--- src/rtl/gif_pkg.sv ---
`timescale 1ns / 1ps
package gif_pkg;
	localparam int DICT_ENTRIES  = 4096;
	localparam int MAX_CODE_BITS = 12;
	localparam int STACK_DEPTH   = 4096;
	localparam int CODE_W  = $clog2(DICT_ENTRIES);
	localparam int STACK_W = $clog2(STACK_DEPTH);

	localparam logic [1:0] REQ_PUSH    = 2'd0;
	localparam logic [1:0] REQ_PULL    = 2'd1;
	localparam logic [1:0] REQ_RESTART = 2'd2;

	localparam logic [1:0] ADDR_MIN_CODE_BITS = 2'd0;

	// Commands from the controller to the datapath.
	typedef struct packed {
		logic push_byte;
		logic restart;
		logic take_code;
		logic walk_start;
		logic walk_step;
		logic walk_finish;
		logic pop;
		logic end_of_data;
	} gif_cmd_t;

	// Status from the datapath to the controller.
	typedef struct packed {
		logic done;
		logic final_seen;
		logic stack_empty;
		logic buf_room;
		logic code_ready;
		logic code_needs_walk;
		logic walk_last;
	} gif_sts_t;
endpackage

--- src/rtl/gif_ctrl.sv ---
`timescale 1ns / 1ps
module gif_ctrl (
	input  logic              clk,
	input  logic              arst_n,
	input  logic              in_valid,
	output logic              in_ready,
	input  logic [1:0]        req_type,
	output logic              out_valid,
	input  logic              out_ready,
	output logic              byte_taken,
	output logic              pixel_valid,
	output logic              last_pixel,
	output logic              finished,
	output logic              pix_sel,
	output gif_pkg::gif_cmd_t cmd,
	input  gif_pkg::gif_sts_t sts
);
	import gif_pkg::*;

	typedef enum logic [4:0] {
		S_IDLE = 5'b00001,
		S_FILL = 5'b00010,
		S_WALK = 5'b00100,
		S_POST = 5'b01000,
		S_OUT  = 5'b10000
	} state_t;

	state_t state_q, state_d;
	logic   popped_q, popped_d;
	logic   taken_q, taken_d;
	logic   last_q, last_d;

	assign in_ready    = (state_q == S_IDLE);
	assign out_valid   = (state_q == S_OUT);
	assign byte_taken  = taken_q;
	assign pixel_valid = popped_q;
	assign last_pixel  = last_q;
	assign finished    = sts.done;
	assign pix_sel     = popped_q;

	always_comb begin
		state_d  = state_q;
		popped_d = popped_q;
		taken_d  = taken_q;
		last_d   = last_q;
		cmd      = '0;
		unique case (state_q)
			S_IDLE: begin
				if (in_valid) begin
					popped_d = 1'b0;
					taken_d  = 1'b0;
					last_d   = 1'b0;
					priority case (req_type)
						REQ_PUSH: begin
							if (sts.done || sts.final_seen) begin
								taken_d = 1'b1;
							end else if (sts.buf_room) begin
								cmd.push_byte = 1'b1;
								taken_d = 1'b1;
							end
							state_d = S_OUT;
						end
						REQ_PULL: state_d = S_FILL;
						REQ_RESTART: begin
							cmd.restart = 1'b1;
							state_d = S_OUT;
						end
						default: state_d = S_OUT;
					endcase
				end
			end
			S_FILL, S_POST: begin
				// Decode codes while the stack is empty and nothing ends the image.
				if (sts.stack_empty && !sts.done) begin
					if (sts.code_ready) begin
						cmd.take_code = 1'b1;
						if (sts.code_needs_walk) begin
							cmd.walk_start = 1'b1;
							state_d = S_WALK;
						end
					end else begin
						if (sts.final_seen) cmd.end_of_data = 1'b1;
						if (state_q == S_FILL) state_d = S_OUT;
					end
				end else if (state_q == S_FILL && !sts.stack_empty) begin
					cmd.pop  = 1'b1;
					popped_d = 1'b1;
					state_d  = S_POST;
				end else begin
					state_d = S_OUT;
				end
				if (state_q == S_POST && state_d == S_OUT) last_d = sts.stack_empty && sts.done;
				if (state_q == S_POST && state_d == S_POST && !cmd.take_code) begin
					last_d  = sts.stack_empty && (sts.done || sts.final_seen);
					state_d = S_OUT;
				end
			end
			S_WALK: begin
				if (sts.walk_last) begin
					cmd.walk_finish = 1'b1;
					state_d = popped_q ? S_POST : S_FILL;
				end else begin
					cmd.walk_step = 1'b1;
				end
			end
			S_OUT: begin
				if (out_ready) state_d = S_IDLE;
			end
			default: state_d = S_IDLE;
		endcase
	end

	always_ff @(posedge clk or negedge arst_n) begin
		if (!arst_n) begin
			state_q  <= S_IDLE;
			popped_q <= 1'b0;
			taken_q  <= 1'b0;
			last_q   <= 1'b0;
		end else begin
			state_q  <= state_d;
			popped_q <= popped_d;
			taken_q  <= taken_d;
			last_q   <= last_d;
		end
	end
endmodule

--- config.mk ---
export PLATFORM = sky130hd
export DESIGN_NAME = gif_ctrl
export DESIGN_NICKNAME = d
export VERILOG_FILES = /design/src/rtl/gif_pkg.sv /design/src/rtl/gif_ctrl.sv
export SDC_FILE = /design/constraint.sdc
export NUM_CORES = 1
export LEC_CHECK = 0
export ABC_AREA = 1
export BUFFER_PORTS_ARGS = -buffer_cell sky130_fd_sc_hd__buf_2
export CAP_MARGIN = 30
export CORE_ASPECT_RATIO = 1.4
export CORE_MARGIN = 2
export CORE_UTILIZATION = 30
export CTS_BUF_LIST = sky130_fd_sc_hd__clkbuf_16
export DETAILED_ROUTE_END_ITERATION = 10
export GPL_TIMING_DRIVEN = 0
export SLEW_MARGIN = 15
export SYNTH_ARGS = -nofsm -noshare
export SYNTH_HDL_FRONTEND = slang
export SYNTH_SLANG_ARGS = --single-unit
--- constraint.sdc ---
create_clock -name clk -period 1.7 [get_ports clk]
set_clock_uncertainty 0.1 [all_clocks]
set_input_delay 0.17 -clock clk [delete_from_list [all_inputs] [get_ports clk]]
set_output_delay 0.17 -clock clk [all_outputs]
set_load 0.01 [all_outputs]
* Word level (Yosys, flattened, before mapping)
Cells that the tools add are included.
Widths: inputs -> output; s select.
** Word-level totals
- Register bits after elaboration :: 8
- Input bits :: 13
- Output and inout bits :: 15
- Word-level logic and storage cells :: 79
** Operators by class
- Equality and inequality tests :: 15
- Muxes and demuxes :: 42
- Reductions and logical operators :: 18
** Operators with widths (number)
- $mux 5 :: 11
- $pmux 5 s4 :: 1
- $mux 1 :: 19
- $mux 2 :: 8
- $eq 5x4->1 const B :: 2
- $eq 5x5->1 const B :: 2
- $ne 2x2->1 const B :: 4
- $logic_and 1x1->1 :: 7
- $reduce_and 3->1 :: 2
- $eq 5x1->1 const B :: 1
- $eq 5x2->1 const B :: 1
- $eq 5x3->1 const B :: 1
- $mux 4 :: 1
- $pmux 1 s2 :: 2
- $reduce_and 4->1 :: 1
- $logic_not 1->1 :: 3
- $ne 3x3->1 const B :: 1
- $eq 2x1->1 const B :: 1
- $eq 2x2->1 const B :: 1
- $logic_not 2->1 :: 1
- $ne 2x1->1 const B :: 1
- $reduce_and 2->1 :: 1
- $reduce_bool 2->1 :: 1
- $reduce_or 2->1 :: 1
- $logic_or 1x1->1 :: 1

* Logic depth before layout (Yosys ltp)
Gate-level depths: netlist (run 1).
- Word-level depth :: 10
- Mapped depth :: 10
- Gate-level depth less buffers :: 10

* Least setup slack after synthesis (run 1)
No wires, ideal clock.
- Path type :: reg-to-output
- From :: register state_q[3]
- To :: output cmd[6] in the netlist's numbering
- Arrival :: 1182 ps
- Data required time :: 1430 ps
- Path slack :: 248 ps
- Stages on the path, launching flop included :: 6
- Path buffers :: 0
- Cell sequence :: dfrtp_1 nor2_4 nand4_2 nor2_2 inv_2 nor3_1
** RTL lines
- start: declaration :: line gif_ctrl.sv:28 : state_t state_q, state_d;
- start signal: assignment :: line gif_ctrl.sv:120 : state_q <= state_d;
- end: declaration :: line gif_ctrl.sv:15 : output gif_pkg::gif_cmd_t cmd,

==> summary.md, run 1 <==
| Metric | Value |
|---|---|
| Status | complete, no violations |
| Syn. warnings | 0 |
| CP Launch Point | state_q[0]$_DFFE_PN1P_ |
| Syn avg cell area | 6.77 um2 |
| Clock root cell | clkbuf_16 |
| Worst r2r src | state_q[0]$_DFFE_PN1P_ |
| Diode count | 0 |
| Tmin final | 1.67 ns |
| Pre-CTS setup slack | 0.115 ns |
| Syn-to-layout area delta | 57.0% |
| Initial drt markers | 18 |
| Starting density of the core | 0.310 |
| Port bufs | 27 |
| Startpoint Class | register |
| RSZ-0062 raised after global routing | yes |
| Placed Cells | 157 |
| Cell Area, Placed | 888 um2 |
| Critical path's slowest cell | dfstp_2 |
| Mapped cell area | 724 um2 |
| Synth Instances | 107 |
| Critical path endpoint | cmd[0] |
| Final Hold Violating Endpoints | 0 |
| Setup violations, final | 0 |
| Leak Pwr | 0.633 nW |
| Core Area | 2340 um2 |
| Die X | 45.5 um |
| Final Instance Area | 1140 um2 |
| Total power draw | 0.00131 W |
| CP required | 1.43 ns |
| CP dominant cell by count | nor2_4 |
| GRT Overall Usage | 0.165 |
| Post-synth top area cell | dfrtp_1 |
| Post-DR vias/cell | 4.81 |
| Row cnt | 21 |
| Layout Nets | 163 |
| Power Density | 1150 nW/um2 |
| Top-area cell type share of the netlist area | 0.242 |
| Pin count of the biggest net entering global routing | 9 |
| Reg-to-reg endpoint | state_q[4]$_DFFE_PN0P_ |
| First-pass GRT wire length | 3460 um |
| H-tree Lvls | 1 |
| WL per Instance | 11.9 um |
| CP Data Arrival Time | 1.40 ns |
| Slew @ Worst Pin | 0.249 ns |
| Layout fillers | 226 |
| Clock latency on the worst-skew pair | 0.23 ns |
| Worst-case clock buffer depth | 2 |
| Worst-path maximum fanout | 4 |
| Final setup margin | 0.0301 ns |
| Seq/Total Area, Yosys | 0.278 |
| Die footprint | 2830 um2 |
| Area contributors post-synth | dfrtp_1 (24%), nand2_1 (13%), inv_1 (7.8%) |
| CP cell instances | nor2_4, nand2_4, nor2_8, nor2_4, nor2_1, buf_2 |
| Max Fclk | 599 MHz |
| Fraction of layout cells with a size suffix above 1 | 0.517 |
| Final period utilization | 0.982 |
| Vias in the first global route | 841 |
| Post-DRT Antenna Nets | 0 |
| GR Overflow Total | 0 |
| Routability Congestion | 0.745 |
| Die Y | 62.1 um |
| Max Slew Vio Count | 0 |
| Layout Cells excl Fill | 172 |
| Critical path endpoint category | output port |
| Final core occ | 0.486 |
| R2R depth | 9 |
| Initial antenna violation count | 0 |
| VDD IR-drop max | 0.831 mV |
| Clock sinks | 8 |
| TritonRoute pass-1 iters | 4 |
| Top Ports | 28 |
| Yosys reg bits | 8 |
| Setup slack, reg-to-reg | 0.15 ns |
| Syn nets | 120 |
| Headroom to the max-slew limit | 0.834 |
| DRC Markers | 0 |
| CTS tree | done |
| Worst-path clk slew | 0.04 ns |
| Hold crit path type | in -> reg |
| Drt total wl | 2050 um |
| Synth unique cells | 23 |
| Vias | 828 |
| Post-DP HPWL | 1510 um |
| CP max stage delay | 0.61 ns |
| Total CTS buffers | 3 |
| # Max-Cap Violations | 0 |
| Type of the worst setup path | reg -> out |
-- flip-flops by register name, indices dropped and copies added (netlist names) --
register	cells
pix_sel	1
last_pixel	1
state_q	5
byte_taken	1
-- cells by family (layout without fill, tap and decap cells) --
| group | after synthesis | count (layout) | synth area share |
|---|---|---|---|
| simple gates | 66 | 66 | 0.513 |
| buf+inv | 22 | 64 | 0.124 |
| compound gates | 11 | 11 | 0.0846 |
| flops | 8 | 8 | 0.278 |
-- cells in the final DEF (no fill, tap or decap), drive strengths merged --
cell type / count
nand2: 30
o21ai: 5
dfrtp: 7
nor2: 18
a21oi: 5
inv: 21
nor3: 3
nand3: 11
nand4: 3
clkbuf: 3
o21a: 1
and3: 1
dfstp: 1
buf: 39
dlygate4sd3: 1
-- cells in the mapped netlist (all sizes together) --
cell	instances
nand2	30
o21a	1
o21ai	5
inv	20
nand4	3
nor2	18
nor3	3
a21oi	5
buf	2
nand3	11
dfstp	1
dfrtp	7
and3	1
-- power breakdown --
part / switching, W / internal, W
registers: 0.0000765 / 0.000252
clock network: 0.0000950 / 0.000307
logic: 0.000347 / 0.000233
total: 0.000519 / 0.000791
-- worst min-delay path by stage --
stage,startpoint,end,slack [ns],depth (start not counted)
after floorplan,arst_n,byte_taken$_DFFE_PN0P_,-0.23,0
after detailed placement,arst_n,state_q[4]$_DFFE_PN0P_,-0.08,1
final,sts[3],byte_taken$_DFFE_PN0P_,0.12,3
after CTS,sts[3],byte_taken$_DFFE_PN0P_,0.13,3
after global placement,arst_n,state_q[4]$_DFFE_PN0P_,-0.08,1
after global routing,in_valid,state_q[0]$_DFFE_PN1P_,0.17,4
-- critical path: cells and delay by family, from the launching register on --
kind                   cells  cell delay, ns
DFF                        1            0.61
and+or+nand+nor            5            0.43
buffers and inverters      1            0.13
-- layout make-up --
cell class,instances,area [um2],share of cell area
clock buffer,3,75.1,0.0660
multi-input combinational,77,500,0.440
inverter,20,80.1,0.0704
sequential,8,204,0.179
tap,23,28.8,0.0253
clock inverter,1,3.75,0.00330
buffer,2,15.0,0.0132
timing repair buffer,38,230,0.202
-- layer usage --
layer  vias up  track usage  routed length, um
li1        416            -                  -
met1       380        0.162                684
met2        24        0.306               1240
met3         8       0.0174                 55
met4         0       0.0919                 72
met5         -            0                  0
-- stage by stage --
stage                     TNS, ns  hold slack [ns]
final                           0            0.121
after global routing      -0.0799            0.166
after CTS                       0            0.125
after detailed placement        0          -0.0777
after global placement          0          -0.0785
after floorplan                 0           -0.226
-- what timing repair did --
item                                    CTS  global route
endpoints found under the hold margin     8             0
hold buffers                              1             0
resized for setup                         8            13
setup buffers                             7             3
pin swaps                                 4             5
endpoints found under the setup margin    3             7
No activity file was read; power rests on OpenSTA's default activity.
==> run 2, diff against run 1 <==
==> constraint.sdc (replaced) <==
create_clock -name clk -period 2.1 [get_ports clk]
set_clock_uncertainty 0.1 [all_clocks]
set_input_delay 0.21 -clock clk [delete_from_list [all_inputs] [get_ports clk]]
set_output_delay 0.21 -clock clk [all_outputs]
set_load 0.01 [all_outputs]
==> run 2 against run 1 <==
  * Clock power down 19%
  * Final area down 14%
  * Critical path type unchanged
  * Wire length down 14%
  * Register-to-register slack better by 0.53 ns
  * Highest routed layer unchanged
  * Clock-buffer cell count unchanged
  * Non-clock buffer count down 10
  * Critical path depth unchanged
  * Combinational power down 33%
==> summary.md, run 2 (synthesized netlist as in run 1, its figures left out) <==
| Metric | Value |
|---|---|
| Min-Delay Startpoint | in_valid |
| Fraction of layout cells with a size suffix above 1 | 0.403 (-0.114) |
| Layout Cells excl Fill | 162 (-5.8%) |
| Met1 Track Usage GR | 0.156 (-0.00544) |
| Clock root cell | clkbuf_16 |
| Setup violations, final | 0 (unchanged) |
| Most frequent cells in the layout | buf_2 (27), nand2_1 (26), inv_1 (16) |
| Clock latency on the worst-skew pair | 0.23 ns (about the same) |
| Layout Nets | 153 (-6.1%) |
| Worst-case clock buffer depth | 2 (unchanged) |
| Hold Path Stages | 4 (+1) |
| Vias | 775 (-6.4%) |
| Final Hold Violating Endpoints | 0 (unchanged) |
| Layout fillers | 235 (+4.0%) |
| Initial antenna violation count | 0 (unchanged) |
| Clock sinks | 8 (unchanged) |
| Power Density | 982 nW/um2 (-15%) |
| Post-DRT Antenna Nets | 0 (unchanged) |
| CP Data Arrival Time | 1.55 ns (+0.15 ns) |
| # Max-Cap Violations | 0 (unchanged) |
| Setup slack, reg-to-reg | 0.68 ns (+0.53 ns) |
| Status | complete, no violations |
| Diode count | 0 (unchanged) |
| VDD IR-drop max | 0.609 mV (-27%) |
| R2R depth | 8 (-1) |
| Row cnt | 21 (unchanged) |
| GRT Overall Usage | 0.148 (-0.0174) |
| WL per Instance | 10.9 um (-8.6%) |
| Worst r2r src | state_q[3]$_DFFE_PN0P_ |
| Total power draw | 0.000960 W (-27%) |
| Max FFs per register | 5 (unchanged) |
| Worst-path clk slew | 0.04 ns (about the same) |
| Routability Congestion | 0.745 (unchanged) |
| Final core occ | 0.418 (-0.0685) |
| Die X | 45.5 um (unchanged) |
| Post-route setup TNS | 0 ns (unchanged) |
| Tmin final | 1.86 ns |
| Type of the worst setup path | reg -> out |
| Biggest register | state_q |
| Hold crit path type | in -> reg |
| Starting density of the core | 0.310 (unchanged) |
| Port bufs | 27 (unchanged) |
| DRC Markers | 0 (unchanged) |
| RSZ-0062 raised after global routing | no |
| H-tree Lvls | 1 (unchanged) |
| GR Overflow Total | 0 (unchanged) |
| Startpoint Class | register |
| TritonRoute pass-1 iters | 4 (unchanged) |
| Commonest non-fill, non-tap cell in the layout | buf_2 |
| Total CTS buffers | 3 (unchanged) |
| Core Area | 2340 um2 (unchanged) |
| Syn-to-layout area delta | 34.9% |
| Busiest layer in global routing | met2 |
| Die Y | 62.1 um (unchanged) |
| CTS tree | done |
| Met2 Use GR | 0.268 (-0.0387) |
| Max Fclk | 538 MHz |
| Leak Pwr | 0.583 nW (-7.9%) |
| Worst-path maximum fanout | 6 (+2) |
| GRT met3 Usage | 0.0116 (-0.00581) |
| First-pass GRT wire length | 3100 um (-11%) |
| Slew @ Worst Pin | 0.233 ns (-0.0161 ns) |
| Post-cts sizing count | 0 (-8) |
| Initial drt markers | 15 (-3) |
| Placed Cells | 157 (unchanged) |
| Post-CTS Setup Bufs | 0 (-7) |
| Top Ports | 28 (unchanged) |
| Post-DP HPWL | 1510 um (unchanged) |
| Drt total wl | 1760 um (-14%) |
| Vias in the first global route | 753 (-10%) |
| Hold Path Sink | state_q[0]$_DFFE_PN1P_ |
| Max Slew Vio Count | 0 (unchanged) |
| Reg-to-reg endpoint | state_q[4]$_DFFE_PN0P_ |
| Critical path endpoint category | output port |
| Worst hold margin | 0.146 ns (+0.0258 ns) |
| Headroom to the max-slew limit | 0.844 (+0.0107) |
| Post-DR vias/cell | 4.78 (-0.62%) |
| Final period utilization | 0.884 |
| Pin count of the biggest net entering global routing | 9 (unchanged) |
| Die footprint | 2830 um2 (unchanged) |
| CP required | 1.79 ns (+0.36 ns) |
==> run 2: cell types whose count changed in the layout (fill, tap and decap cells not counted), sizes merged <==
cell	change
buf	-10
==> run 2: per-layer routing <==
metal / part of all wire / routed length, um
met1: 0.35 / 615
met2: 0.60 / 1060
met3: 0.029 / 51
met4: 0.021 / 37
met5: 0 / 0
==> run 2: area by class of cell <==
class	count	area, um2	share of cell area
Inverter	20	75.1	0.0768
Multi-Input combinational cell	77	433	0.443
Tap cell	23	28.8	0.0294
Timing Repair Buffer	28	145	0.149
Sequential cell	8	201	0.206
Clock inverter	1	3.75	0.00384
Clock buffer	3	75.1	0.0768
Buffer	2	15.0	0.0154
==> run 2: worst max path at each step <==
stage                                       from      to  slack (ns)  cells past startpoint
after floorplan           state_q[3]$_DFFE_PN0P_  cmd[6]        0.61                      5
after global placement    state_q[3]$_DFFE_PN0P_  cmd[7]        0.49                      6
after detailed placement  state_q[3]$_DFFE_PN0P_  cmd[7]        0.47                      6
after CTS                 state_q[3]$_DFFE_PN0P_  cmd[7]        0.21                      6
after global routing      state_q[3]$_DFFE_PN0P_  cmd[7]        0.10                      6
final                     state_q[3]$_DFFE_PN0P_  cmd[7]        0.24                      6
==> run 2: stage by stage <==
step | setup WS [ns] | cell area, um2
3_3_place_gp | 0.486 | 888
3_5_place_dp | 0.475 | 888
5_1_grt | 0.102 | 977
2_1_floorplan | 0.608 | 724
6_report | 0.243 | 977
4_1_cts | 0.214 | 977
==> run 2: critical path, cell delays in order, from the launching register on <==
cell and delay (ns):
dfrtp_1 0.42, nor2_4 0.21, nand4_2 0.16, nor2_2 0.16, nand3_1 0.13, nor2_1 0.10
buf_2 0.13
==> run 2: what timing repair did <==
item                                    CTS  global route
hold buffers                              1             0
endpoints found under the setup margin    0             0
endpoints found under the hold margin     8             0
==> run 2: power breakdown <==
group	leakage, nW	internal (W)	switching [W]
registers	0.106	0.000201	0.0000472
clock network	0.0423	0.000248	0.0000774
logic	0.434	0.000142	0.000244
